### src/design/mbe_pkg.sv
// Types, constants and the gradient palette table of the escape-time pixel core.
// No dependencies; every other file imports this package.
package mbe_pkg;

   localparam int FRAC_BITS  = 28;
   localparam int Q_W        = 36;
   localparam int MAG_W      = 36;
   localparam int HALF_W     = 18;
   localparam int PROD_W     = 72;
   localparam int SQ_W       = 43;
   localparam int FIN_W      = 46;
   localparam int SUM_W      = 47;
   localparam int PIX_W      = 12;
   localparam int DIM_W      = 13;
   localparam int MAXIT_W    = 16;
   localparam int COUNT_W    = 17;
   localparam int CENTER_W   = 32;
   localparam int VIEW_W     = 31;
   localparam int DIVD_W     = VIEW_W + PIX_W;
   localparam int MAP_W      = 45;
   localparam int CSR_IDX_W  = 3;
   localparam int CSR_DATA_W = 32;
   localparam int RGB_W      = 24;
   localparam int PAL_N      = 256;
   localparam int PAL_IDX_W  = 8;

   localparam logic signed [SUM_W-1:0] Q_MAX_EXT = SUM_W'((64'sd1 <<< (Q_W - 1)) - 1);
   localparam logic signed [SUM_W-1:0] Q_MIN_EXT = SUM_W'(-(64'sd1 <<< (Q_W - 1)));
   localparam logic [SQ_W:0]           ESCAPE_LIMIT = (SQ_W + 1)'(64'd4 << FRAC_BITS);

   typedef enum logic [CSR_IDX_W-1:0] {
      CSR_IMAGE_WIDTH  = 3'd0,
      CSR_IMAGE_HEIGHT = 3'd1,
      CSR_MAX_ITER     = 3'd2,
      CSR_CENTER_REAL  = 3'd3,
      CSR_CENTER_IMAG  = 3'd4,
      CSR_VIEW_SIZE    = 3'd5
   } csr_index_type;

   typedef logic signed [Q_W-1:0] q_type;

   typedef struct packed {
      logic [DIM_W-1:0]           image_width;
      logic [DIM_W-1:0]           image_height;
      logic signed [CENTER_W-1:0] center_real;
      logic signed [CENTER_W-1:0] center_imag;
      logic [VIEW_W-1:0]          view_size;
   } map_cfg_type;

   typedef struct packed {
      q_type c_real;
      q_type c_imag;
   } point_type;

   typedef enum logic [2:0] {
      FR_IDLE, FR_MUL, FR_DIV, FR_PUSH
   } front_state_type;

   typedef enum logic [2:0] {
      BK_IDLE, BK_MUL_LO, BK_MUL_HI, BK_FIN, BK_SUM, BK_DONE
   } back_state_type;

   function automatic q_type sat_q(logic signed [SUM_W-1:0] v);
      if (v > Q_MAX_EXT) return Q_MAX_EXT[Q_W-1:0];
      if (v < Q_MIN_EXT) return Q_MIN_EXT[Q_W-1:0];
      return v[Q_W-1:0];
   endfunction

   // floor(+/-p / 2^shift): the sign is applied before rounding down; shift is FRAC_BITS or FRAC_BITS-1
   function automatic logic signed [FIN_W-1:0] mul_finish(logic [PROD_W-1:0] p, logic neg,
                                                          logic dbl);
      logic [FIN_W-1:0] q;
      logic             rem;
      if (dbl) begin
         q   = FIN_W'(p[PROD_W-1:FRAC_BITS-1]);
         rem = |p[FRAC_BITS-2:0];
      end else begin
         q   = FIN_W'(p[PROD_W-1:FRAC_BITS]);
         rem = |p[FRAC_BITS-1:0];
      end
      q = q + FIN_W'(neg & rem);
      return neg ? -$signed(q) : $signed(q);
   endfunction

   localparam int ANCHOR_POS[6] = '{0, 160, 420, 642, 800, 1000};
   localparam int ANCHOR_R[6]   = '{0, 32, 237, 255, 0, 0};
   localparam int ANCHOR_G[6]   = '{7, 107, 255, 170, 2, 7};
   localparam int ANCHOR_B[6]   = '{100, 203, 255, 0, 0, 100};
   localparam int SEG_DEN_0 = 160 * 255;
   localparam int SEG_DEN_1 = 260 * 255;
   localparam int SEG_DEN_2 = 222 * 255;
   localparam int SEG_DEN_3 = 158 * 255;
   localparam int SEG_DEN_4 = 200 * 255;

   function automatic int seg_den(int p);
      unique case (p)
         0: return SEG_DEN_0;
         1: return SEG_DEN_1;
         2: return SEG_DEN_2;
         3: return SEG_DEN_3;
         default: return SEG_DEN_4;
      endcase
   endfunction

   function automatic int seg_div(int p, int t);
      unique case (p)
         0: return t / SEG_DEN_0;
         1: return t / SEG_DEN_1;
         2: return t / SEG_DEN_2;
         3: return t / SEG_DEN_3;
         default: return t / SEG_DEN_4;
      endcase
   endfunction

   function automatic int lerp(int p, int num, int c0, int c1);
      int v;
      v = seg_div(p, c0 * seg_den(p) + num * (c1 - c0));
      if (v < 0) v = 0;
      if (v > 255) v = 255;
      return v;
   endfunction

   function automatic logic [PAL_N-1:0][RGB_W-1:0] build_palette();
      logic [PAL_N-1:0][RGB_W-1:0] pal;
      int p;
      int num;
      for (int i = 0; i < PAL_N; i++) begin
         p = 0;
         for (int k = 0; k < 4; k++)
            if (p == k && i * 1000 > ANCHOR_POS[k + 1] * (PAL_N - 1)) p = k + 1;
         num = i * 1000 - ANCHOR_POS[p] * (PAL_N - 1);
         pal[i] = {8'(lerp(p, num, ANCHOR_R[p], ANCHOR_R[p + 1])),
                   8'(lerp(p, num, ANCHOR_G[p], ANCHOR_G[p + 1])),
                   8'(lerp(p, num, ANCHOR_B[p], ANCHOR_B[p + 1]))};
      end
      return pal;
   endfunction

   localparam logic [PAL_N-1:0][RGB_W-1:0] PALETTE = build_palette();

endpackage

### src/design/mbe_ifs.sv


interface mbe_pt_if import mbe_pkg::*; ();
   logic      valid;
   logic      ready;
   point_type point;
   modport source (output valid, point, input ready);
   modport sink (input valid, point, output ready);
endinterface


### src/design/mbe_queue.sv
// Small FIFO of mapped points between the front end and the iteration engine.
// Depends on mbe_pkg and mbe_ifs.
module mbe_queue import mbe_pkg::*; #(
   parameter int DEPTH = 2
) (
   input  logic     clock,
   input  logic     reset,
   mbe_pt_if.sink   wr,
   mbe_pt_if.source rd
);
   localparam int PTR_W = $clog2(DEPTH);
   localparam int CNT_W = $clog2(DEPTH + 1);

   point_type        mem_ff [DEPTH];
   logic [PTR_W-1:0] wp_ff, wp_in, rp_ff, rp_in;
   logic [CNT_W-1:0] cnt_ff, cnt_in;
   logic             push, pop;

   always_comb begin
      wr.ready = cnt_ff != CNT_W'(DEPTH);
      rd.valid = cnt_ff != '0;
      rd.point = mem_ff[rp_ff];
      push     = wr.valid && wr.ready;
      pop      = rd.valid && rd.ready;
      wp_in    = wp_ff;
      rp_in    = rp_ff;
      if (push) wp_in = (wp_ff == PTR_W'(DEPTH - 1)) ? '0 : wp_ff + PTR_W'(1);
      if (pop) rp_in = (rp_ff == PTR_W'(DEPTH - 1)) ? '0 : rp_ff + PTR_W'(1);
      cnt_in = cnt_ff + CNT_W'(push) - CNT_W'(pop);
   end

   always_ff @(posedge clock) begin
      if (reset) begin
         wp_ff  <= '0;
         rp_ff  <= '0;
         cnt_ff <= '0;
      end else begin
         wp_ff  <= wp_in;
         rp_ff  <= rp_in;
         cnt_ff <= cnt_in;
      end
      if (push) mem_ff[wp_ff] <= wr.point;
   end
endmodule

### src/flat_wrapper.sv
// flat-port wrapper written by rule: the top's interface ports become plain ports
module mbe_queue_flat import mbe_pkg::*;
#(
   parameter int DEPTH = 2
)
  (clock, reset, wr_valid, wr_point, wr_ready, rd_valid, rd_point, rd_ready);
  mbe_pt_if wr_i ();
  mbe_pt_if rd_i ();
  input  logic clock;
  input  logic reset;
  input wire logic [$bits(wr_i.valid)-1:0] wr_valid;
  input wire logic [$bits(wr_i.point)-1:0] wr_point;
  output wire logic [$bits(wr_i.ready)-1:0] wr_ready;
  output wire logic [$bits(rd_i.valid)-1:0] rd_valid;
  output wire logic [$bits(rd_i.point)-1:0] rd_point;
  input wire logic [$bits(rd_i.ready)-1:0] rd_ready;
  assign wr_i.valid = wr_valid;
  assign wr_i.point = wr_point;
  assign wr_ready = wr_i.ready;
  assign rd_valid = rd_i.valid;
  assign rd_point = rd_i.point;
  assign rd_i.ready = rd_ready;
  mbe_queue #(.DEPTH(DEPTH)) u_core (.clock(clock), .reset(reset), .wr(wr_i), .rd(rd_i));
endmodule
### config.mk
export PLATFORM = sky130hd
export DESIGN_NAME = mbe_queue_flat
export DESIGN_NICKNAME = d
export VERILOG_FILES = /design/src/design/mbe_pkg.sv /design/src/design/mbe_ifs.sv /design/src/design/mbe_queue.sv /design/src/flat_wrapper.sv
export SDC_FILE = /design/constraint.sdc
export NUM_CORES = 1
export LEC_CHECK = 0
export BUFFER_PORTS_ARGS = -buffer_cell sky130_fd_sc_hd__buf_2
export CAP_MARGIN = 40
export CORE_MARGIN = 5
export CORE_UTILIZATION = 36
export DETAILED_ROUTE_END_ITERATION = 7
export MAX_ROUTING_LAYER = met4
export PLACE_DENSITY = 0.69
export SLEW_MARGIN = 20
export SYNTH_ARGS = -nofsm -noshare
export SYNTH_HDL_FRONTEND = slang
export SYNTH_SLANG_ARGS = --single-unit
### constraint.sdc
create_clock -name clock -period 5.4 [get_ports clock]
set_input_delay 0.54 -clock clock [delete_from_list [all_inputs] [get_ports clock]]
set_output_delay 0.54 -clock clock [all_outputs]
set_load 0.05 [all_outputs]
==> metrics.csv, run 1 <==
metric;value;unit
final hold vios;0;
fraction of layout instances using a drive strength above 1;59.6;%
Die Ht;137;um
post-DP HPWL;7200;um
worst hold path class;input pin to flop;
pin count of the biggest net entering global routing;43;
H-tree depth;4;
leading cell types in the layout, fill and taps excluded;buf_2 (149), edfxtp_1 (144), mux2_4 (70);
gr usage total;11.5;%
Max-Cap Viols;0;
Tcrit/Tclk final;55.9;%
clock sink count;149;
Fmax;331;MHz
arrival time worst endpoint;2480;ps
Syn Area/Cell;23.1;um^2
post-cts repair resize count;0;
Synth Warn #;0;
Seq cells post-synth;149;
Setup TNS Final;0;ps
initial antenna violation count;1;
CP Launch Type;flop;
number of global-route vias before repair;2991;
Synth cell types;20;
CTS tree;built;
Final Net Count;493;
Layout area overhead;26.2;%
leakage power;2.86;nW
CP Capture Type;primary output;
cell area power density;570;nW/um^2
Max Clock Skew;11.3;ps
die width;137;um
Std-Cell Rows;46;
Boundary Pins;150;
Final ANT Viol Nets;0;
Post-Route WL;10400;um
Max Slew Vio Count;0;
Starting Density;36.6;%
Detailed Route Iter0 Violations;131;
setup violators final;0;
Longest Clk Path Bufs;2;
cell area after synthesis;5790;um^2
RSZ-0062 raised after global routing;no;
slew margin rel.;54.0;%
number of remaining DRC errors;0;
vias per inst;4.33;
via count;2796;
area of the die;18700;um^2
clock latency on the worst-skew pair;410;ps
Worst Path Required;4860;ps
crit-path max FO;37;
Hold-fix buffers, CTS;0;
Worst-path clk slew;60;ps
# fillers;1378;
commonest non-fill, non-tap cell in the layout;buf_2;
status;finished clean;
worst-margin pin slew;690;ps
GRT Residual Overflow;0;
Cells after Synth;251;
fin crit period;3020;ps
total core area;15800;um^2
post-CTS repair timing setup buffer count;0;
Fin Hold WS;312;ps
sequential share of the synthesized area;76.5;%
Synth Net Count;329;
port buffer count;149;
maximum VDD drop;0.000290;V
critical path class;flop to primary output;
routed len/inst;16.2;um
first-pass GRT wire length;15500;um
total CTS buffers;17;
Initial DRT Pass Iterations;4;
routability cong.;0.670;
root buf cell;clkbuf_16;
==> kinds of logic after synthesis <==
family | synth area share (%)
AOI/OAI and AO/OA | 0.216
xor gates and xnor gates | 0.303
adders and majority gates | 0.432
buffers and inverters | 2.75
DFF | 76.5
muxes | 18.6
and+or+nand+nor | 1.30
==> critical path: stages (launching register included) <==
cell     delay, ps
dfxtp_4        800
buf_4          670
mux2_4         360
buf_2          210
==> cell usage after synthesis, drive strengths merged <==
master | instances | share of area [%]
o21a | 1 | 0.13
xnor2 | 1 | 0.15
nor2b | 2 | 0.22
nor2 | 4 | 0.26
nand2b | 2 | 0.22
xor2 | 1 | 0.15
mux2 | 72 | 19
and3 | 1 | 0.11
inv | 2 | 0.13
or2 | 1 | 0.11
nor3 | 1 | 0.086
nand3 | 1 | 0.086
dfxtp | 5 | 1.7
ha | 2 | 0.43
o21ai | 1 | 0.086
buf | 8 | 2.6
and2 | 2 | 0.22
edfxtp | 144 | 75
==> stage by stage <==
| step | util [%] | cell area [um^2] | power, mW | setup slack (ps) | instances |
|---|---|---|---|---|---|
| final | 46.2 | 7310 | 4.17 | 2380 | 645 |
| after global routing | 46.2 | 7310 | 4.33 | 2240 | 645 |
| after CTS | 46.1 | 7300 | 4.23 | 2300 | 644 |
| after detailed placement | 42.5 | 6730 | 3.08 | 2760 | 612 |
| after global placement | 42.2 | 6680 | 3.04 | 2670 | 610 |
| after floorplan | - | 5790 | 2.85 | 625 | 251 |
==> report_power, final <==
group          internal (mW)  switching (mW)  total [mW]
combinational          0.487           0.975        1.46
clock                  0.717           0.423        1.14
sequential              1.47          0.0978        1.56
total                   2.67            1.50        4.17
==> metal layers <==
metal	GRT usage [%]	routed length, um	vias up
met3	3.75	673	11
met5	-	0	-
met2	17.8	5110	96
li1	-	-	1317
met4	5.21	182	0
met1	13.7	4460	1372
==> flip-flops by register name, summed over array words and instances, names as in the netlist, named ones only <==
| signal | flops |
|---|---|
| u_core.mem_ff | 144 |
| u_core.cnt_ff | 2 |
| u_core.rp_ff | 1 |
| u_core.wp_ff | 1 |
==> final timing paths <==
| path | startpoint | end | slack [ps] | depth (start not counted) |
|---|---|---|---|---|
| min | wr_point[50] | u_core.mem_ff[0][50] | 310 | 1 |
| max | flop | rd_point[47] | 2380 | 3 |
| max reg2reg | u_core.cnt_ff[0] | u_core.mem_ff[0][70] | 3190 | 4 |
| min reg2reg | u_core.rp_ff | flop | 510 | 2 |
==> cell type report <==
type	instances	area (um^2)	area share, %
timing repair buffer	153	808	11.1
clock buffer	20	437	5.98
tap	216	270	3.70
clock inverter	12	136	1.87
inverter	2	7.51	0.103
sequential	149	4430	60.6
antenna	1	2.50	0.0343
multi-input combinational	92	1220	16.6
Power figures use the tool's default switching activity.
==> run 2, diff against run 1 <==
--- a/config.mk
+++ b/config.mk
@@ -5,13 +5,14 @@
 export SDC_FILE = /design/constraint.sdc
 export NUM_CORES = 1
 export LEC_CHECK = 0
+export ABC_AREA = 1
 export BUFFER_PORTS_ARGS = -buffer_cell sky130_fd_sc_hd__buf_2
 export CAP_MARGIN = 40
 export CORE_MARGIN = 5
 export CORE_UTILIZATION = 36
 export DETAILED_ROUTE_END_ITERATION = 7
 export MAX_ROUTING_LAYER = met4
-export PLACE_DENSITY = 0.69
+export PLACE_DENSITY = 0.71
 export SLEW_MARGIN = 20
 export SYNTH_ARGS = -nofsm -noshare
 export SYNTH_HDL_FRONTEND = slang
==> constraint.sdc (replaced) <==
create_clock -name clock -period 2.65 [get_ports clock]
set_input_delay 0.265 -clock clock [delete_from_list [all_inputs] [get_ports clock]]
set_output_delay 0.265 -clock clock [all_outputs]
set_load 0.05 [all_outputs]
==> run 2 against run 1 <==
Sequential share of layout area is 0.42 points lower. Clock power up 110%. Count of clock-buffer cells in the layout rose by 2. Synthesized cell count grew 4.8%. Cell count rose by 2.3%. Worst setup slack got worse by 1700 ps. Utilization up 0.32 points. Register-to-register slack worse by 2500 ps. Combinational power up 98%. Critical path type unchanged. Largest cell class unchanged.
==> metrics.csv, run 2 <==
metric;value;unit
Worst path slowest cell;mux2_2;
area share of fa/ha/maj cells after synthesis;0.431;%
initial antenna violation count;3;
Seq cells post-synth;149;
leakage power;2.91;nW
crit-path max FO;43;
main combinational cell family by area after synthesis;multiplexers;
CP max stage delay;380;ps
CP Capture Type;primary output;
total core area;15800;um^2
Die Ht;137;um
Max-Cap Viols;0;
Tcrit/Tclk final;73.6;%
most common library cells after synthesis;edfxtp_1 (144), mux2_4 (70), inv_1 (10);
number of remaining DRC errors;0;
area of the die;18800;um^2
largest registers;u_core.mem_ff (144), u_core.cnt_ff (2);
most common cell in the netlist;edfxtp_1;
Internal;5.45;mW
Post-synth EDFFs;144;
Setup TNS Final;0;ps
Hold-fix buffers, CTS;0;
leading post-synthesis cells by cell area;edfxtp_1 (75%), mux2_4 (18%), buf_12 (2.4%);
Layout area overhead;26.8;%
crit path to;rd_point[62];
root buf cell;clkbuf_16;
Synth cell types;12;
R2R Setup Slk;720;ps
post-cts repair resize count;0;
post-CTS repair timing setup buffer count;0;
CTS tree;built;
routed len/inst;16.1;um
Final Net Count;506;
routability cong.;0.754;
ys async rst share;0;%
Syn Area/Cell;22.1;um^2
maximum VDD drop;0.000577;V
part of the power in registers;37.1;%
Comb power frac;34.4;%
Worst-path clk slew;60;ps
Worst Path Required;2380;ps
fin crit period;1950;ps
Switching Share;35.1;%
Detailed Route Iter0 Violations;164;
Final ANT Viol Nets;0;
clock latency on the worst-skew pair;410;ps
sequential share of the synthesized area;76.3;%
post-synthesis xor/xnor area fraction;0;%
Boundary Pins;150;
sw power;2.95;mW
die width;137;um
leading cell types in the layout, fill and taps excluded;buf_2 (149), edfxtp_1 (144), mux2_4 (70);
Reg with most FFs;u_core.mem_ff;
Fmax;513;MHz
Synth Net Count;341;
clock power share;28.5;%
r2r startpoint;u_core.cnt_ff[0];
cell area after synthesis;5800;um^2
simple-gate share of the synthesized area;1.36;%
total CTS buffers;17;
Max Slew Vio Count;0;
status;finished clean;
via count;2874;
Yosys top cell by area;edfxtp_1;
Std-Cell Rows;46;
pin count of the biggest net entering global routing;73;
Cells after Synth;263;
compound-gate portion of the synthesized area;0.173;%
setup violators final;0;
port buffer count;149;
Crit Reg-Reg Endpoint;u_core.mem_ff[1][53];
Longest Clk Path Bufs;2;
arrival time worst endpoint;1690;ps
CP Launch Type;flop;
worst-margin pin slew;532;ps
Fin Hold WS;25.0;ps
final hold vios;0;
fraction of layout instances using a drive strength above 1;58.5;%
commonest non-fill, non-tap cell in the layout;buf_2;
max reg flops;144;
critical path class;flop to primary output;
slew margin rel.;64.5;%
Initial DRT Pass Iterations;4;
RSZ-0062 raised after global routing;no;
Starting Density;36.6;%
worst hold path class;input pin to flop;
Max Clock Skew;9.69;ps
first-pass GRT wire length;16300;um
GRT Residual Overflow;0;
crit path cell chain;buf_12 > mux2_2 > buf_2;
clock sink count;149;
gr usage total;11.9;%
main flop type after synthesis;edfxtp_1;
post-DP HPWL;7250;um
post-synthesis mux area share;18.5;%
R2R cell count;5;
Post-Route WL;10600;um
number of global-route vias before repair;3153;
cell area power density;1140;nW/um^2
vias per inst;4.35;
H-tree depth;4;
Synth Warn #;0;
Yosys top cell area share;74.5;%
## run 2: cell types whose count changed in the layout (fill, tap and decap cells not counted), moves of 3 or more
| cell | before | now |
|---|---|---|
| nand2_1 | 0 | 8 |
| inv_1 | 2 | 9 |
| nor2_1 | 4 | 8 |
| clkinv_1 | 3 | 0 |
## run 2: worst max-delay path, delay by kind of cell, from the launching register on
kind / cells / cell delay (ps)
muxes: 1 / 380
DFF: 1 / 370
buffers and inverters: 2 / 500
## run 2: metal layers
layer / part of all wire, % / global-route usage [%] / wire length, um
met1: 40 / 13.0 / 4200
met2: 52 / 19.6 / 5500
met3: 7.1 / 5.07 / 758
met4: 1.5 / 4.10 / 162
met5: 0 / - / 0
## run 2: logic make-up (layout without fill, tap and decap cells)
logic type / count (synthesis) / in the layout
DFF: 149 / 149
other: 0 / 3
buffers and inverters: 18 / 196
and+or+nand+nor: 20 / 20
AOI/OAI and AO/OA: 2 / 2
adders and majority gates: 2 / 2
muxes: 72 / 72
## run 2: how the worst min path moves through the flow
stage / startpoint / endpoint / depth (start not counted)
2_1_floorplan: reset / u_core.cnt_ff[0] / 1
3_3_place_gp: reset / u_core.cnt_ff[0] / 2
3_5_place_dp: reset / u_core.cnt_ff[0] / 2
4_1_cts: reset / u_core.cnt_ff[0] / 2
5_1_grt: reset / u_core.cnt_ff[0] / 2
6_report: reset / u_core.cnt_ff[0] / 2
## run 2: final cells by class
| type | count | area (um^2) |
|---|---|---|
| Fill cell | 1365 | 8470 |
| Sequential cell | 149 | 4430 |
| Multi-Input combinational cell | 96 | 1190 |
| Timing Repair Buffer | 154 | 821 |
| Clock buffer | 22 | 464 |
| Tap cell | 216 | 270 |
| Clock inverter | 10 | 130 |
| Inverter | 10 | 41.3 |
| Antenna cell | 3 | 7.51 |
## run 2: power by group through the flow
stage / sequential (mW) / clock (mW) / combinational [mW]
detailed placement: 3.17 / 0 / 2.94
finish: 3.12 / 2.39 / 2.89
CTS: 3.12 / 2.45 / 2.94
global placement: 3.14 / 0 / 2.90
floorplan: 3.14 / 0 / 2.45
global route: 3.15 / 2.56 / 3.04
## run 2: stage by stage
step           total power, mW  instances  util [%]  area (um^2)  worst slack, ps
6_report                  8.39        660      46.5         7360              699
2_1_floorplan             5.59        263         -         5810              190
5_1_grt                   8.74        660      46.5         7360              523
4_1_cts                   8.51        657      46.4         7350              636
3_5_place_dp              6.10        625      42.7         6760              649
3_3_place_gp              6.04        625      42.7         6760              757
==> run 3, diff against run 2 <==
--- a/config.mk
+++ b/config.mk
@@ -5,14 +5,14 @@
 export SDC_FILE = /design/constraint.sdc
 export NUM_CORES = 1
 export LEC_CHECK = 0
-export ABC_AREA = 1
+export ABC_AREA = 0
 export BUFFER_PORTS_ARGS = -buffer_cell sky130_fd_sc_hd__buf_2
 export CAP_MARGIN = 40
 export CORE_MARGIN = 5
 export CORE_UTILIZATION = 36
 export DETAILED_ROUTE_END_ITERATION = 7
 export MAX_ROUTING_LAYER = met4
-export PLACE_DENSITY = 0.71
+export PLACE_DENSITY = 0.69
 export SLEW_MARGIN = 20
 export SYNTH_ARGS = -nofsm -noshare
 export SYNTH_HDL_FRONTEND = slang
==> constraint.sdc (replaced) <==
create_clock -name clock -period 1.9 [get_ports clock]
set_input_delay 0.19 -clock clock [delete_from_list [all_inputs] [get_ports clock]]
set_output_delay 0.19 -clock clock [all_outputs]
set_load 0.05 [all_outputs]
==> run 3 against run 2 <==
Register-to-register slack got worse by 390 ps. Flip-flop and latch count unchanged. Total power increased by 42%. Sequential power increased by 38%. Cell count increased by 9.1%. Utilization increased by 4.8 points. Wire length increased by 5.5%. First-iteration DRC count decreased by 31%. Design area increased by 10%. Critical path type unchanged. Largest power group is now combinational cells.
==> metrics.csv, run 3 (synthesized netlist as in run 1, its figures left out) <==
metric;value;unit
maximum VDD drop;0.000755;V
leakage power;3.20;nW
commonest non-fill, non-tap cell in the layout;buf_2;
Starting Density;36.6;%
worst hold path class;input pin to flop;
Tcrit/Tclk final;96.9;%
routability cong.;0.695;
final hold vios;0;
fin crit period;1840;ps
Post-Place Setup Slack;323;ps
non-filler cells, final;720;
Fmax;543;MHz
worst-margin pin slew;273;ps
Fin Hold WS;54.1;ps
Worst Path Required;1710;ps
total CTS buffers;17;
clock latency on the worst-skew pair;410;ps
Std-Cell Rows;46;
Max-Cap Viols;0;
initial antenna violation count;0;
final instance area;8110;um^2
diode count;0;
crit-path max FO;31;
GRT Residual Overflow;0;
number of remaining DRC errors;0;
largest registers;u_core.mem_ff (144), u_core.cnt_ff (2);
arrival time worst endpoint;1650;ps
Endpoint, Worst Hold;u_core.wp_ff;
part of the power in registers;36.2;%
r2r startpoint;u_core.cnt_ff[1];
Max Slew Vio Count;0;
first-pass GRT wire length;17200;um
area of the die;18700;um^2
Worst-path clk slew;60;ps
# fillers;1289;
placed cell areas;6800;um^2
root buf cell;clkbuf_16;
Setup TNS Final;0;ps
Switching Share;36.7;%
Boundary Pins;150;
sequential cell area;4430;um^2
critical path class;flop to primary output;
total core area;15800;um^2
via count;3103;
pin count of the biggest net entering global routing;42;
cell area power density;1470;nW/um^2
post-CTS repair timing setup buffer count;0;
cell count after placement;614;
final worst slack;58.5;ps
leading cell types in the layout, fill and taps excluded;buf_2 (149), edfxtp_1 (144), dlygate4sd3_1 (73);
sw power;4.38;mW
Internal;7.56;mW
post-DP HPWL;6890;um
clock power share;25.6;%
Final ANT Viol Nets;0;
CP Capture Type;primary output;
Layout area overhead;40.2;%
multi-input logic area;1230;um^2
slew margin rel.;81.9;%
Comb power frac;38.2;%
CP Launch Type;flop;
H-tree depth;4;
Detailed Route Iter0 Violations;113;
Min-Delay Startpoint;wr_valid;
CTS tree;built;
setup violators final;0;
R2R Setup Slk;330;ps
Die Ht;137;um
Reg with most FFs;u_core.mem_ff;
status;finished clean;
Max Clock Skew;6.37;ps
Initial DRT Pass Iterations;4;
R2R cell count;7;
Final Net Count;569;
port buffer count;149;
Post-Route WL;11200;um
vias per inst;4.31;
number of global-route vias before repair;3505;
routed len/inst;15.6;um
clock sink count;149;
die width;137;um
Crit Reg-Reg Endpoint;u_core.cnt_ff[1];
max reg flops;144;
RSZ-0062 raised after global routing;no;
gr usage total;12.5;%
fraction of layout instances using a drive strength above 1;52.4;%
hold depth;3;
Longest Clk Path Bufs;2;
[run 3: cell types whose count changed in the layout (fill, tap and decap cells not counted), sizes merged, moves of 2 or more]
| cell | delta |
|---|---|
| a21oi | -2 |
| and2 | +2 |
| bufinv | -2 |
| clkbuf | -3 |
| clkinv | +3 |
| diode | -3 |
| dlygate4sd3 | +73 |
| inv | -5 |
| nand2 | -8 |
| nand2b | +2 |
| nand3 | -2 |
| nor2 | -5 |
| nor2b | +2 |
[run 3: worst max-delay path by stage]
stage | slack [ps] | to | cells past startpoint | from
after global placement | 400 | u_core.cnt_ff[1] | 7 | u_core.cnt_ff[1]
after CTS | 7 | rd_point[63] | 3 | flop
final | 60 | rd_point[23] | 3 | flop
after floorplan | -350 | u_core.mem_ff[0][0] | 3 | u_core.cnt_ff[0]
after global routing | 4 | rd_point[29] | 3 | flop
after detailed placement | 320 | u_core.cnt_ff[1] | 7 | u_core.cnt_ff[1]
[run 3: metal layers]
layer	up-vias	global-route usage, %	share of wire [%]
met5	-	-	0
met4	0	4.60	1.3
met3	10	3.97	5.6
met2	94	21.7	53
met1	1527	13.3	40
li1	1472	-	-
[run 3: critical path, cell delays in order, from the launching register on]
cell and delay [ps]:
dfxtp_4 420, buf_16 250, mux2_4 330, buf_2 210
[run 3: per-stage QoR]
stage          power [mW]  utilization [%]
2_1_floorplan        8.08                -
3_3_place_gp         8.74             43.0
5_1_grt              12.4             51.2
3_5_place_dp         8.80             43.0
6_report             11.9             51.2
4_1_cts              12.0             51.0
[run 3: power groups by stage]
| stage | logic (mW) | registers (mW) | clock network [mW] |
|---|---|---|---|
| after CTS | 4.57 | 4.31 | 3.14 |
| after floorplan | 3.75 | 4.34 | 0 |
| after detailed placement | 4.42 | 4.38 | 0 |
| final | 4.56 | 4.32 | 3.06 |
| after global placement | 4.39 | 4.35 | 0 |
| after global routing | 4.76 | 4.37 | 3.28 |
[run 3: layout make-up]
type | count | share of cell area (%)
clock inverter | 14 | 1.37
inverter | 2 | 0.0926
tap | 216 | 3.33
sequential | 149 | 54.6
multi-input combinational | 92 | 15.1
clock buffer | 18 | 5.29
timing repair buffer | 229 | 20.2
[run 3: repair_timing]
action,CTS,global route
hold buffers,73,0
pin swaps,0,0
hold endpoints to repair,146,0
cloned,0,1
setup endpoints to repair,1,2
gates resized for setup,1,1
