`src/design/mbe_pkg.sv`:
```
// Types, constants and the gradient palette table of the escape-time pixel core.
// No dependencies; every other file imports this package.
package mbe_pkg;

   localparam int FRAC_BITS  = 28;
   localparam int Q_W        = 36;
   localparam int MAG_W      = 36;
   localparam int HALF_W     = 18;
   localparam int PROD_W     = 72;
   localparam int SQ_W       = 43;
   localparam int FIN_W      = 46;
   localparam int SUM_W      = 47;
   localparam int PIX_W      = 12;
   localparam int DIM_W      = 13;
   localparam int MAXIT_W    = 16;
   localparam int COUNT_W    = 17;
   localparam int CENTER_W   = 32;
   localparam int VIEW_W     = 31;
   localparam int DIVD_W     = VIEW_W + PIX_W;
   localparam int MAP_W      = 45;
   localparam int CSR_IDX_W  = 3;
   localparam int CSR_DATA_W = 32;
   localparam int RGB_W      = 24;
   localparam int PAL_N      = 256;
   localparam int PAL_IDX_W  = 8;

   localparam logic signed [SUM_W-1:0] Q_MAX_EXT = SUM_W'((64'sd1 <<< (Q_W - 1)) - 1);
   localparam logic signed [SUM_W-1:0] Q_MIN_EXT = SUM_W'(-(64'sd1 <<< (Q_W - 1)));
   localparam logic [SQ_W:0]           ESCAPE_LIMIT = (SQ_W + 1)'(64'd4 << FRAC_BITS);

   typedef enum logic [CSR_IDX_W-1:0] {
      CSR_IMAGE_WIDTH  = 3'd0,
      CSR_IMAGE_HEIGHT = 3'd1,
      CSR_MAX_ITER     = 3'd2,
      CSR_CENTER_REAL  = 3'd3,
      CSR_CENTER_IMAG  = 3'd4,
      CSR_VIEW_SIZE    = 3'd5
   } csr_index_type;

   typedef logic signed [Q_W-1:0] q_type;

   typedef struct packed {
      logic [DIM_W-1:0]           image_width;
      logic [DIM_W-1:0]           image_height;
      logic signed [CENTER_W-1:0] center_real;
      logic signed [CENTER_W-1:0] center_imag;
      logic [VIEW_W-1:0]          view_size;
   } map_cfg_type;

   typedef struct packed {
      q_type c_real;
      q_type c_imag;
   } point_type;

   typedef enum logic [2:0] {
      FR_IDLE, FR_MUL, FR_DIV, FR_PUSH
   } front_state_type;

   typedef enum logic [2:0] {
      BK_IDLE, BK_MUL_LO, BK_MUL_HI, BK_FIN, BK_SUM, BK_DONE
   } back_state_type;

   function automatic q_type sat_q(logic signed [SUM_W-1:0] v);
      if (v > Q_MAX_EXT) return Q_MAX_EXT[Q_W-1:0];
      if (v < Q_MIN_EXT) return Q_MIN_EXT[Q_W-1:0];
      return v[Q_W-1:0];
   endfunction

   // floor(+/-p / 2^shift): the sign is applied before rounding down; shift is FRAC_BITS or FRAC_BITS-1
   function automatic logic signed [FIN_W-1:0] mul_finish(logic [PROD_W-1:0] p, logic neg,
                                                          logic dbl);
      logic [FIN_W-1:0] q;
      logic             rem;
      if (dbl) begin
         q   = FIN_W'(p[PROD_W-1:FRAC_BITS-1]);
         rem = |p[FRAC_BITS-2:0];
      end else begin
         q   = FIN_W'(p[PROD_W-1:FRAC_BITS]);
         rem = |p[FRAC_BITS-1:0];
      end
      q = q + FIN_W'(neg & rem);
      return neg ? -$signed(q) : $signed(q);
   endfunction

   localparam int ANCHOR_POS[6] = '{0, 160, 420, 642, 800, 1000};
   localparam int ANCHOR_R[6]   = '{0, 32, 237, 255, 0, 0};
   localparam int ANCHOR_G[6]   = '{7, 107, 255, 170, 2, 7};
   localparam int ANCHOR_B[6]   = '{100, 203, 255, 0, 0, 100};
   localparam int SEG_DEN_0 = 160 * 255;
   localparam int SEG_DEN_1 = 260 * 255;
   localparam int SEG_DEN_2 = 222 * 255;
   localparam int SEG_DEN_3 = 158 * 255;
   localparam int SEG_DEN_4 = 200 * 255;

   function automatic int seg_den(int p);
      unique case (p)
         0: return SEG_DEN_0;
         1: return SEG_DEN_1;
         2: return SEG_DEN_2;
         3: return SEG_DEN_3;
         default: return SEG_DEN_4;
      endcase
   endfunction

   function automatic int seg_div(int p, int t);
      unique case (p)
         0: return t / SEG_DEN_0;
         1: return t / SEG_DEN_1;
         2: return t / SEG_DEN_2;
         3: return t / SEG_DEN_3;
         default: return t / SEG_DEN_4;
      endcase
   endfunction

   function automatic int lerp(int p, int num, int c0, int c1);
      int v;
      v = seg_div(p, c0 * seg_den(p) + num * (c1 - c0));
      if (v < 0) v = 0;
      if (v > 255) v = 255;
      return v;
   endfunction

   function automatic logic [PAL_N-1:0][RGB_W-1:0] build_palette();
      logic [PAL_N-1:0][RGB_W-1:0] pal;
      int p;
      int num;
      for (int i = 0; i < PAL_N; i++) begin
         p = 0;
         for (int k = 0; k < 4; k++)
            if (p == k && i * 1000 > ANCHOR_POS[k + 1] * (PAL_N - 1)) p = k + 1;
         num = i * 1000 - ANCHOR_POS[p] * (PAL_N - 1);
         pal[i] = {8'(lerp(p, num, ANCHOR_R[p], ANCHOR_R[p + 1])),
                   8'(lerp(p, num, ANCHOR_G[p], ANCHOR_G[p + 1])),
                   8'(lerp(p, num, ANCHOR_B[p], ANCHOR_B[p + 1]))};
      end
      return pal;
   endfunction

   localparam logic [PAL_N-1:0][RGB_W-1:0] PALETTE = build_palette();

endpackage

```
`src/design/mbe_ifs.sv`:
```
// Valid/ready channel interfaces: pixel requests, mapped points, pixel results.
// Depends on mbe_pkg.
interface mbe_req_if import mbe_pkg::*; ();
   logic             valid;
   logic             ready;
   logic [PIX_W-1:0] pixel_x;
   logic [PIX_W-1:0] pixel_y;
   modport source (output valid, pixel_x, pixel_y, input ready);
   modport sink (input valid, pixel_x, pixel_y, output ready);
endinterface

interface mbe_pt_if import mbe_pkg::*; ();
   logic      valid;
   logic      ready;
   point_type point;
   modport source (output valid, point, input ready);
   modport sink (input valid, point, output ready);
endinterface


```
`src/design/mbe_div.sv`:
```
// Restoring divider, one quotient bit per cycle, for the coordinate scaling.
// Depends on mbe_pkg.
module mbe_div import mbe_pkg::*; (
   input  logic              clock,
   input  logic              reset,
   input  logic              start,
   input  logic [DIVD_W-1:0] dividend,
   input  logic [DIM_W-1:0]  divisor,
   output logic              done,
   output logic [DIVD_W-1:0] quotient
);
   localparam int CNT_W = $clog2(DIVD_W + 1);

   logic [DIVD_W-1:0] quo_ff, quo_in;
   logic [DIM_W-1:0]  rem_ff, rem_in, dsr_ff, dsr_in;
   logic [CNT_W-1:0]  cnt_ff, cnt_in;
   logic              busy_ff, busy_in, done_ff, done_in;
   logic [DIM_W:0]    trial, diff;
   logic              ge;

   always_comb begin
      trial   = {rem_ff, quo_ff[DIVD_W-1]};
      ge      = trial >= {1'b0, dsr_ff};
      diff    = trial - {1'b0, dsr_ff};
      quo_in  = quo_ff;
      rem_in  = rem_ff;
      dsr_in  = dsr_ff;
      cnt_in  = cnt_ff;
      busy_in = busy_ff;
      done_in = 1'b0;
      if (start) begin
         quo_in  = dividend;
         rem_in  = '0;
         dsr_in  = divisor;
         cnt_in  = CNT_W'(DIVD_W);
         busy_in = 1'b1;
      end else if (busy_ff) begin
         quo_in = {quo_ff[DIVD_W-2:0], ge};
         rem_in = ge ? diff[DIM_W-1:0] : trial[DIM_W-1:0];
         cnt_in = cnt_ff - CNT_W'(1);
         if (cnt_ff == CNT_W'(1)) begin
            busy_in = 1'b0;
            done_in = 1'b1;
         end
      end
   end

   always_ff @(posedge clock) begin
      if (reset) begin
         busy_ff <= 1'b0;
         done_ff <= 1'b0;
         cnt_ff  <= '0;
      end else begin
         busy_ff <= busy_in;
         done_ff <= done_in;
         cnt_ff  <= cnt_in;
      end
      quo_ff <= quo_in;
      rem_ff <= rem_in;
      dsr_ff <= dsr_in;
   end

   assign done     = done_ff;
   assign quotient = quo_ff;
endmodule

```
`src/design/mbe_front.sv`:
```
// Front end: accepts pixel requests and maps them to points of the complex plane.
// Depends on mbe_pkg, mbe_ifs and mbe_div.
module mbe_front import mbe_pkg::*; (
   input  logic        clock,
   input  logic        reset,
   input  map_cfg_type cfg,
   mbe_req_if.sink     req,
   mbe_pt_if.source    pt
);
   front_state_type   state_ff, state_in;
   logic [PIX_W-1:0]  px_ff, px_in, py_ff, py_in;
   logic              sel_ff, sel_in;
   q_type             cr_ff, cr_in, ci_ff, ci_in;
   logic              div_start, div_done;
   logic [DIVD_W-1:0] quot, prod;
   logic [DIM_W-1:0]  span, divisor;
   logic signed [CENTER_W-1:0] center;
   logic signed [MAP_W-1:0]    mapped;
   q_type             c_sat;

   always_comb begin
      span    = sel_ff ? cfg.image_height : cfg.image_width;
      divisor = (span == '0) ? DIM_W'(1) : span;
      prod    = DIVD_W'(cfg.view_size) * DIVD_W'(sel_ff ? py_ff : px_ff);
      center  = sel_ff ? cfg.center_imag : cfg.center_real;
      mapped  = MAP_W'(center) - $signed(MAP_W'(cfg.view_size >> 1))
                + $signed(MAP_W'(quot));
      c_sat   = sat_q(SUM_W'(mapped));
   end

   mbe_div u_div (
      .clock    (clock),
      .reset    (reset),
      .start    (div_start),
      .dividend (prod),
      .divisor  (divisor),
      .done     (div_done),
      .quotient (quot)
   );

   always_comb begin
      state_in  = state_ff;
      px_in     = px_ff;
      py_in     = py_ff;
      sel_in    = sel_ff;
      cr_in     = cr_ff;
      ci_in     = ci_ff;
      div_start = 1'b0;
      req.ready = 1'b0;
      pt.valid  = 1'b0;
      unique case (state_ff)
         FR_IDLE: begin
            req.ready = 1'b1;
            if (req.valid) begin
               px_in    = req.pixel_x;
               py_in    = req.pixel_y;
               sel_in   = 1'b0;
               state_in = FR_MUL;
            end
         end
         FR_MUL: begin
            div_start = 1'b1;
            state_in  = FR_DIV;
         end
         FR_DIV: begin
            if (div_done) begin
               if (sel_ff) begin
                  ci_in    = c_sat;
                  state_in = FR_PUSH;
               end else begin
                  cr_in    = c_sat;
                  sel_in   = 1'b1;
                  state_in = FR_MUL;
               end
            end
         end
         FR_PUSH: begin
            pt.valid = 1'b1;
            if (pt.ready) state_in = FR_IDLE;
         end
         default: state_in = FR_IDLE;
      endcase
   end

   assign pt.point = '{c_real: cr_ff, c_imag: ci_ff};

   always_ff @(posedge clock) begin
      if (reset) begin
         state_ff <= FR_IDLE;
      end else begin
         state_ff <= state_in;
      end
      px_ff  <= px_in;
      py_ff  <= py_in;
      sel_ff <= sel_in;
      cr_ff  <= cr_in;
      ci_ff  <= ci_in;
   end
endmodule

```
`src/flat_wrapper.sv`:
```
// flat-port wrapper written by rule: the top's interface ports become plain ports
module mbe_front_flat import mbe_pkg::*;
  (clock, reset, cfg, req_valid, req_pixel_x, req_pixel_y, req_ready, pt_valid, pt_point, pt_ready);
  mbe_req_if req_i ();
  mbe_pt_if pt_i ();
  input  logic clock;
  input  logic reset;
  input  map_cfg_type cfg;
  input wire logic [$bits(req_i.valid)-1:0] req_valid;
  input wire logic [$bits(req_i.pixel_x)-1:0] req_pixel_x;
  input wire logic [$bits(req_i.pixel_y)-1:0] req_pixel_y;
  output wire logic [$bits(req_i.ready)-1:0] req_ready;
  output wire logic [$bits(pt_i.valid)-1:0] pt_valid;
  output wire logic [$bits(pt_i.point)-1:0] pt_point;
  input wire logic [$bits(pt_i.ready)-1:0] pt_ready;
  assign req_i.valid = req_valid;
  assign req_i.pixel_x = req_pixel_x;
  assign req_i.pixel_y = req_pixel_y;
  assign req_ready = req_i.ready;
  assign pt_valid = pt_i.valid;
  assign pt_point = pt_i.point;
  assign pt_i.ready = pt_ready;
  mbe_front u_core (.clock(clock), .reset(reset), .cfg(cfg), .req(req_i), .pt(pt_i));
endmodule
```
`config.mk`:
```
export PLATFORM = sky130hd
export DESIGN_NAME = mbe_front_flat
export DESIGN_NICKNAME = d
export VERILOG_FILES = /design/src/design/mbe_pkg.sv /design/src/design/mbe_ifs.sv /design/src/design/mbe_div.sv /design/src/design/mbe_front.sv /design/src/flat_wrapper.sv
export SDC_FILE = /design/constraint.sdc
export NUM_CORES = 1
export LEC_CHECK = 0
export ABC_AREA = 1
export BUFFER_PORTS_ARGS = -buffer_cell sky130_fd_sc_hd__buf_2
export CAP_MARGIN = 25
export CORE_MARGIN = 2
export CORE_UTILIZATION = 56
export CTS_BUF_LIST = sky130_fd_sc_hd__clkbuf_16
export CTS_CLUSTER_SIZE = 14
export DETAILED_ROUTE_END_ITERATION = 8
export PLACE_DENSITY = 0.87
export SLEW_MARGIN = 20
export SYNTH_ARGS = -nofsm -noshare
export SYNTH_HDL_FRONTEND = slang
export SYNTH_HIERARCHICAL = 1
export SYNTH_SLANG_ARGS = --single-unit
```
`constraint.sdc`:
```
create_clock -name clock -period 5.79 [get_ports clock]
set_input_delay 0.2895 -clock clock [delete_from_list [all_inputs] [get_ports clock]]
set_output_delay 0.2895 -clock clock [all_outputs]
set_load 0.05 [all_outputs]
```
==> metrics.txt, run 1 <==
Fillers between 3k and 4k; # DRC 0; Post-Route WL 79650 um; pre-CTS setup slack -0.3359 ns; max_cap viols 0; layout cell share with drive strength beyond 1 0.2155; area share of the largest cell type after synthesis 0.2650; syn_area_per_cell 7.736 um^2; largest net degree at the start of global routing 63; CTS buffer count 17; Detailed Place HPWL about 60000 um; synth top area cells fa_1 (27%), edfxtp_1 (19%), nand2_1 (14%); total gr overflow 0; Die Ht approximately 210 um; Clock Skews around 0.021 ns; die area 45120 um^2; CP Max Fanout 9; Final ANT Viol Nets 0; Max Freq approximately 160 MHz; Worst setup EP type flop; Die W 212.4 um; Total Routing Usage GR 0.3395; Initial DRC Count roughly 2.0k; min-delay src req_pixel_y[9]; crit path from u_core/sel_ff; relative slew slack 0.3121; core box area approximately 43000 um^2; final core utilization 0.6892; clk sinks between 150 and 200; CTS tree built; kind of critical path reg2reg; via count 22.94k; FF+latch count, synth 176; Synth top cells by count nand2_1 (918), inv_1 (702), fa_1 (322); Max H-tree Level 4; vias per inst roughly 5.5; Starting Density 0.5659; hold crit path type in2reg; Gate Count Post-Synth ~3.1k; Final setup viols 25; Synth Flop Type edfxtp_1; nets ~4.2k; asr flop ratio synth 0; r2r startpoint u_core/sel_ff; first-pass GRT wire length 117600 um; Critical Path AT 6.75 ns; final std cells w/o fill approximately 4.1k; Area Growth Syn to Fin 21.80%; Post-Syn Nets about 3.8k; synth unique cells 53; outcome complete, but fails checks; DR pass1 iterations 6; num ports about 220; Setup crit start kind flop; Cell Area, Synth around 24000 um^2; yosys warns 6; clock period minus worst slack approximately 6.4 ns; number of global-route vias before repair 23.15k; endpoints failing hold 0; CTS root buffer clkbuf_16; Clock Path Buffers 2; initial antenna violation count 0; slew at the pin closest to its max-slew limit roughly 1 ns; unrepaired setup endpoints after global routing yes; Tcrit/Tclk final 1.111; Hold WS approximately 0.0085 ns; port buffer count 222; worst setup margin -0.6427 ns; worst path required time ~6.1 ns; violated checks negative setup slack; std cell rows between 70 and 80; register area share after synthesis 0.2078; Routed wire per std cell 19.20 um; clock-pin slew of the registers on the worst-case setup and hold paths approximately 0.09 ns; setup slack, reg-to-reg -0.64 ns; clk_lat worst skew 0.46 ns; most common cell in the netlist nand2_1; Post-synth EDFFs 153; Synth area leader fa_1; gpl congestion between 1 and 1.5; Pins Over Slew Limit 0; Antenna Cells 0; placed cells 4076
## per-stage QoR
| stage | cell area, um^2 | setup TNS [ns] |
|---|---|---|
| after floorplan | 24340 | 0 |
| after global placement | 27520 | -1.431 |
| after detailed placement | 27530 | -4.021 |
| after CTS | 28880 | -0.03650 |
| after global routing | 29620 | -7.280 |
| final | 29620 | -3.748 |
## state kept, by name, indices dropped and copies added (netlist names)
name and cells:
u_core/u_div/rem_ff 13, u_core/u_div/cnt_ff 6, u_core/u_div/done 1, u_core/u_div/busy_ff 1
u_core/u_div/dsr_ff 13, u_core/py_ff 12, u_core/u_div/quotient 43, u_core/cr_ff 36
u_core/sel_ff 1, u_core/ci_ff 36, u_core/px_ff 12, u_core/state_ff 2
## layer usage
metal | part of all wire | up-vias | routed length [um] | track usage
li1 | - | 10280 | - | -
met3 | 0.095 | 404 | 7557 | 0.04874
met4 | 0.062 | 0 | 4963 | 0.1678
met1 | 0.37 | 10850 | 29670 | 0.4206
met2 | 0.47 | 1400 | 37470 | 0.5825
met5 | 0 | - | 0 | 0
## worst max-delay path: stages, from the launching register on
cell and delay, ns:
edfxtp_1 0.49, buf_6 0.19, buf_6 0.13, o21ai_4 0.22
buf_12 0.17, buf_4 0.14, nor2_1 0.06, fa_1 0.55
fa_1 0.43, fa_1 0.49, fa_1 0.57, inv_1 0.07
fa_1 0.54, inv_1 0.07, ha_4 0.31, nand2_1 0.11
nor2_2 0.17, inv_1 0.11, o21ai_0 0.64, nand2_1 0.15
nand2_1 0.15, nand2_1 0.07, nand3_2 0.09, xor2_2 0.18
nand2_1 0.09, nand2_1 0.09
## path summary, 6_finish.rpt
kind | endpoint | cells after the start
max | u_core/u_div/quotient[39] | 25
min | u_core/py_ff[9] | 1
max reg2reg | u_core/u_div/quotient[39] | 25
min reg2reg | u_core/u_div/rem_ff[1] | 2
## cell usage in the layout (no fill, tap or decap), types with 23 or more instances in the layout
cell type  instances
nor2_1           230
dfxtp_1           23
inv_2             33
nor2_2            33
buf_2            222
nand3_1           67
a21oi_1           67
ha_4              24
xor2_1            41
buf_4            207
edfxtp_1         153
o21ai_0           36
inv_1            678
nand2_2           33
nand4_1           26
mux2i_1           32
nand2_1          888
ha_1             129
fa_1             310
xnor2_1           28
## logic make-up (layout without fill, tap and decap cells)
kind of cell,count (synthesis),count (layout),share of synthesized area
AOI/OAI and AO/OA,218,218,0.05083
xor gates and xnor gates,74,74,0.02665
adders and majority gates,475,475,0.3437
buffers and inverters,794,1214,0.1258
DFF,176,176,0.2078
muxes,32,32,0.01317
and+or+nand+nor,1375,1375,0.2320
## area by class of cell
type,count,area [um^2],share of cell area
Multi-Input combinational cell,2174,17300,0.5840
Clock inverter,15,162.7,0.005491
Tap cell,585,732.0,0.02471
Inverter,717,2709,0.09144
Sequential cell,176,5055,0.1706
Timing Repair Buffer,465,3241,0.1094
Clock buffer,17,425.4,0.01436
## repair_timing
| item | CTS | global route |
|---|---|---|
| endpoints found under the setup margin | 24 | 27 |
| cloned | 1 | 2 |
| resized for setup | 125 | 138 |
| pin swaps | 27 | 45 |
| hold buffers | 7 | 0 |
| endpoints found under the hold margin | 7 | 0 |
| setup buffers | 13 | 18 |
Power of run 1 is left out: the tool's default activity adds up to more than one toggle a clock period on the data nets, which glitch-free logic cannot reach.
==> inputs of run 2 (changes only) <==
- CORE_UTILIZATION: 56 -> 60
- PLACE_DENSITY: 0.87 -> 0.88
- clock period: 5.79 -> 8.3 ns (I/O delays scaled with it)
==> run 2 against run 1 <==
Effect of this change: the flow now finishes without violations; utilization is 2.6 points lower; first-iteration DRC count is 6.1% lower; sequential share of layout area is 2.0 points higher; clock skew is 0.0012 ns lower; wire length is 13% lower; die area is 6.5% lower; final area is 11% lower; non-clock buffer count is 230 lower; clock-buffer cell count stayed put.
==> metrics.txt, run 2 (synthesis results as in run 1) <==
Final ANT Viol Nets 0 (unchanged); clock-pin slew of the registers on the worst-case setup and hold paths 0.09 ns (about the same); reg2reg end u_core/u_div/quotient[21] (was u_core/u_div/quotient[39]); Critical Path AT 7.97 ns (was 6.75 ns); Clock Path Buffers 2 (unchanged); CTS root buffer clkbuf_16 (unchanged); r2r startpoint u_core/sel_ff (unchanged); CTS buffer count 17 (unchanged); Initial DRC Count 1923 (was 2049); cts hold-fix bufs 0 (was 7); placed cells 3825 (was 4076); max_cap viols 0 (unchanged); min-delay src req_pixel_y[4] (was req_pixel_y[9]); register area 5055 um^2 (unchanged); Max H-tree Level 4 (unchanged); Routed wire per std cell 17.91 um (was 19.20 um); std cell rows 73 (was 76); Total Routing Usage GR 0.3388 (was 0.3395); Slowest cell on crit path inv_1 (was o21ai_0); kind of critical path reg2reg (unchanged); clk_lat worst skew 0.45 ns (was 0.46 ns); max reg flops 43 (unchanged); Worst setup EP type flop (unchanged); hold crit path type in2reg (unchanged); Die W 205.3 um (was 212.4 um); endpoints failing hold 0 (unchanged); commonest cells after routing, fill and taps aside nand2_1 (918), inv_1 (701), fa_1 (322) (was nand2_1 (888), inv_1 (678), fa_1 (310)); total gr overflow 0 (unchanged); via count 21.33k (was 22.94k); Min-Delay Endpoint u_core/py_ff[4] (was u_core/py_ff[9]); Detailed Place HPWL 55510 um (was 60410 um); first-pass GRT wire length 109400 um (was 117600 um); die area 42160 um^2 (was 45120 um^2); Tcrit/Tclk final 0.9224 (was 1.111); Clock Skews 0.01933 ns (was 0.02052 ns); slew at the pin closest to its max-slew limit 0.9980 ns (was 1.029 ns); vias per inst 5.527 (was 5.528); Post-Route WL 69130 um (was 79650 um); initial antenna violation count 1 (was 0); outcome finished clean (was complete, but fails checks); most common cell after layout, fill and taps aside nand2_1 (unchanged); CP Max Fanout 27 (was 9); Critical Path Max Stage Delay 0.74 ns (was 0.64 ns); worst path required time 8.61 ns (was 6.11 ns); Hold Path Stages 1 (unchanged); num ports 223 (unchanged); port buffer count 222 (unchanged); # DRC 0 (unchanged); clock period minus worst slack 7.656 ns (was 6.433 ns); Die Ht 205.3 um (was 212.4 um); gpl congestion 1.040 (was 1.030); relative slew slack 0.3331 (was 0.3121); DR pass1 iterations 6 (unchanged); Worst R2R Path Depth 24 (was 25); Fillers 3317 (was 3282); final std cells w/o fill 3860 (was 4149); CTS tree built (unchanged); Fin Setup TNS 0 ns (was -3.748 ns); setup slack, reg-to-reg 0.64 ns (was -0.64 ns); Multi-input gate area 16250 um^2 (was 17300 um^2); Pins Over Slew Limit 0 (unchanged); clk sinks 176 (unchanged); Starting Density 0.6094 (was 0.5659); layout cell share with drive strength beyond 1 0.1080 (was 0.2155); Resized cells post-CTS 0 (was 125); number of global-route vias before repair 21.84k (was 23.15k); post-CTS setup buffer count 0 (was 13); largest net degree at the start of global routing 49 (was 63); unrepaired setup endpoints after global routing no (was yes); Setup crit start kind flop (unchanged); Area Growth Syn to Fin 8.894% (was 21.80%); crit path cell chain buf_4 -> inv_1 -> or2_2 -> nand2_1 -> inv_1 -> nand2_1 -> fa_1 -> fa_1 -> fa_1 -> inv_1 -> fa_1 -> inv_1 -> fa_1 -> inv_1 -> ha_1 -> nand2_1 -> nor2_1 -> nand4_1 -> o211ai_1 -> a21boi_0 -> o21ai_0 -> xor2_1 -> nand2_1 -> nand2_1; core box area 39910 um^2 (was 42980 um^2); nets 3945 (was 4175); Max Freq 130.6 MHz (was 155.5 MHz); Final setup viols 0 (was 25)
## run 2: layer usage
metal,GRT usage,share of wire
met5,0,0
met4,0.1727,0.053
met3,0.05860,0.089
met2,0.5799,0.47
met1,0.4127,0.38
## run 2: how the worst max path moves through the flow
stage,startpoint,endpoint,depth (start not counted)
after floorplan,u_core/sel_ff,u_core/u_div/quotient[41],24
after global placement,u_core/sel_ff,u_core/u_div/quotient[21],24
after detailed placement,u_core/sel_ff,u_core/u_div/quotient[21],24
after CTS,u_core/sel_ff,u_core/u_div/quotient[21],24
after global routing,u_core/sel_ff,u_core/u_div/quotient[21],24
final,u_core/sel_ff,u_core/u_div/quotient[21],24
## run 2: layout make-up
class | count | area share
Timing Repair Buffer | 235 | 0.04700
Clock buffer | 17 | 0.01606
Sequential cell | 176 | 0.1909
Inverter | 717 | 0.1016
Multi-Input combinational cell | 2174 | 0.6134
Clock inverter | 15 | 0.006141
Antenna cell | 1 | 0.00009448
Tap cell | 525 | 0.02480
## run 2: critical path: cells and delay by family (launching register included)
family,cells,cell delay [ns]
compound gates,3,0.78
xor+xnor,1,0.24
flops,1,0.38
simple gates,8,1.52
fa+ha+maj,6,2.91
buf+inv,6,1.65
## run 2: per-stage QoR
| stage | util | hold slack (ns) | setup WS [ns] | cell area, um^2 |
|---|---|---|---|---|
| 2_1_floorplan | - | 0.4453 | 2.433 | 24320 |
| 3_3_place_gp | 0.6473 | 0.4595 | 0.9809 | 25840 |
| 3_5_place_dp | 0.6476 | 0.4603 | 0.9256 | 25850 |
| 4_1_cts | 0.6623 | 0.1230 | 0.8840 | 26440 |
| 5_1_grt | 0.6636 | 0.1057 | 0.3672 | 26490 |
| 6_report | 0.6636 | 0.1296 | 0.6441 | 26490 |
Power of run 2 is left out for the same reason.
==> inputs of run 3 (changes only) <==
- ABC_AREA: 1 -> not set
- PLACE_DENSITY: 0.88 -> 0.89
- SLEW_MARGIN: 20 -> not set
==> run 3 against run 2 <==
Effect of this change: register-to-register slack got worse by 0.12 ns; clock-buffer cell count is the same; synthesized area shrank 4.9%; fmax down 1.6%; final area fell by 5.1%; synthesized cell count decreased by 22%; critical endpoint is now u_core/u_div/quotient[40]; highest routed layer unchanged.
==> metrics.txt, run 3 <==
outcome finished clean (unchanged); clock-pin slew of the registers on the worst-case setup and hold paths 0.09 ns (about the same); Post-Route WL 60670 um (was 69130 um); Worst setup EP type flop (unchanged); vias per inst 5.826 (was 5.527); synth unique cells 86 (was 53); Setup crit start kind flop (unchanged); synth top area cells fa_1 (28%), edfxtp_1 (20%), ha_1 (8.3%) (was fa_1 (27%), edfxtp_1 (19%), nand2_1 (14%)); Synth Flop Type edfxtp_1 (unchanged); syn_area_per_cell 9.492 um^2 (was 7.736 um^2); DR pass1 iterations 6 (unchanged); Total Routing Usage GR 0.3064 (was 0.3388); register area 5055 um^2 (unchanged); Starting Density 0.6113 (was 0.6094); Die Ht 200.4 um (was 205.3 um); yosys warns 6 (unchanged); Critical Path Max Stage Delay 0.88 ns (was 0.74 ns); largest net degree at the start of global routing 79 (was 49); Max H-tree Level 4 (unchanged); number of global-route vias before repair 19.38k (was 21.84k); Clock Skews 0.02617 ns (was 0.01933 ns); Max Freq 128.5 MHz (was 130.6 MHz); kind of critical path reg2reg (unchanged); crit path cell chain mux2_2 -> and2_1 -> fa_1 -> inv_1 -> fa_1 -> inv_1 -> fa_1 -> fa_1 -> inv_1 -> fa_1 -> inv_1 -> ha_1 -> nand3_1 -> o31ai_1 -> o21ai_0 -> a21oi_1 -> o21ai_0 -> o32ai_1 -> o41ai_1 -> xnor2_1 -> mux2_2 (was buf_4 -> inv_1 -> or2_2 -> nand2_1 -> inv_1 -> nand2_1 -> fa_1 -> fa_1 -> fa_1 -> inv_1 -> fa_1 -> inv_1 -> fa_1 -> inv_1 -> ha_1 -> nand2_1 -> nor2_1 -> nand4_1 -> o211ai_1 -> a21boi_0 -> o21ai_0 -> xor2_1 -> nand2_1 -> nand2_1); crit path from u_core/sel_ff (unchanged); Fillers 2831 (was 3317); Resized cells post-CTS 0 (unchanged); CTS tree built (unchanged); core box area 37840 um^2 (was 39910 um^2); CTS root buffer clkbuf_16 (unchanged); Final ANT Viol Nets 0 (unchanged); endpoints failing hold 0 (unchanged); Pins Over Slew Limit 0 (unchanged); Clock Path Buffers 2 (unchanged); Synth area leader fa_1 (unchanged); total gr overflow 0 (unchanged); pre-CTS setup slack 0.7236 ns (was 0.9256 ns); Initial DRC Count 1837 (was 1923); commonest cells after routing, fill and taps aside inv_1 (477), nand2_1 (334), fa_1 (322) (was nand2_1 (918), inv_1 (701), fa_1 (322)); Tcrit/Tclk final 0.9374 (was 0.9224); min-delay src req_pixel_x[7] (was req_pixel_y[4]); r2r startpoint u_core/sel_ff (unchanged); relative slew slack 0.3061 (was 0.3331); clock period minus worst slack 7.780 ns (was 7.656 ns); CP Max Fanout 31 (was 27); max reg flops 43 (unchanged); gpl congestion 0.9454 (was 1.040); cts hold-fix bufs 0 (unchanged); die area 40140 um^2 (was 42160 um^2); Largest delay share family, worst path adder cells (unchanged); # DRC 0 (unchanged); hold crit path type in2reg (unchanged); Fin Setup TNS 0 ns (unchanged); most common cell after layout, fill and taps aside inv_1 (was nand2_1); Final setup viols 0 (unchanged); Area Growth Syn to Fin 8.708% (was 8.894%); register area share after synthesis 0.2185 (was 0.2078); max_cap viols 0 (unchanged); worst setup margin 0.5200 ns (was 0.6441 ns); num ports 223 (unchanged); area share of the largest cell type after synthesis 0.2787 (was 0.2650); CTS buffer count 17 (unchanged); Slowest cell on crit path edfxtp_1 (was inv_1); Critical Path Most Common Cell fa_1; initial antenna violation count 1 (unchanged); Detailed Place HPWL 46950 um (was 55510 um); Die W 200.4 um (was 205.3 um); Post-synth EDFFs 153 (unchanged); layout cell share with drive strength beyond 1 0.1452 (was 0.1080); CP bufs+invs 4 (was 6); clk sinks 176 (unchanged); Cell Area, Synth 23130 um^2 (was 24320 um^2); Multi-input gate area 15820 um^2 (was 16250 um^2); unrepaired setup endpoints after global routing no (unchanged); via count 18.07k (was 21.33k); slew at the pin closest to its max-slew limit 1.041 ns (was 0.9980 ns); Critical Path AT 8.00 ns (was 7.97 ns); asr flop ratio synth 0 (unchanged); most common cell in the netlist inv_1 (was nand2_1); nets 3200 (was 3945); Routed wire per std cell 19.56 um (was 17.91 um); first-pass GRT wire length 97980 um (was 109400 um); std cell rows 71 (was 73); clk_lat worst skew 0.47 ns (was 0.45 ns); post-CTS setup buffer count 0 (unchanged); Post-Syn Nets 3061 (was 3768); Gate Count Post-Synth 2437 (was 3144); FF+latch count, synth 176 (unchanged); port buffer count 222 (unchanged); Synth top cells by count inv_1 (476), nand2_1 (334), fa_1 (322) (was nand2_1 (918), inv_1 (702), fa_1 (322)); worst path required time 8.52 ns (was 8.61 ns)
==> run 3: path summary, 6_finish.rpt <==
path | slack, ns | cells after the start | end
worst min register to register | 0.51 | 2 | u_core/u_div/rem_ff[11]
worst max-delay path | 0.52 | 21 | u_core/u_div/quotient[40]
worst min-delay path | 0.12 | 1 | u_core/px_ff[7]
worst max register to register | 0.52 | 21 | u_core/u_div/quotient[40]
==> run 3: area by class of cell <==
type,count,share of cell area
Sequential cell,176,0.2010
Tap cell,511,0.02543
Clock buffer,17,0.01692
Clock inverter,15,0.007215
Inverter,476,0.07105
Multi-Input combinational cell,1671,0.6291
Antenna cell,2,0.0001990
Timing Repair Buffer,234,0.04906
==> run 3: cell families after synthesis <==
kind of cell | Yosys count | synth area share
and+or+nand+nor | 664 | 0.1338
buffers and inverters | 590 | 0.09823
adders and majority gates | 475 | 0.3614
AOI/OAI and AO/OA | 329 | 0.1008
DFF | 176 | 0.2185
muxes | 114 | 0.05328
xor gates and xnor gates | 89 | 0.03402
==> run 3: metrics by stage <==
stage,area (um^2),util,cells,hold slack (ns)
final,25150,0.6645,3102,0.1162
after global routing,25140,0.6644,3101,0.1223
after CTS,25090,0.6631,3098,0.1095
after detailed placement,24490,0.6471,3066,0.5026
after global placement,24490,0.6471,3066,0.4821
after floorplan,23130,-,2437,0.4601
==> run 3: routing by layer <==
layer,share of wire,GRT usage
met1,0.40,0.3906
met2,0.48,0.5188
met3,0.085,0.05402
met4,0.037,0.1270
met5,0,0
Power of run 3 is left out for the same reason.
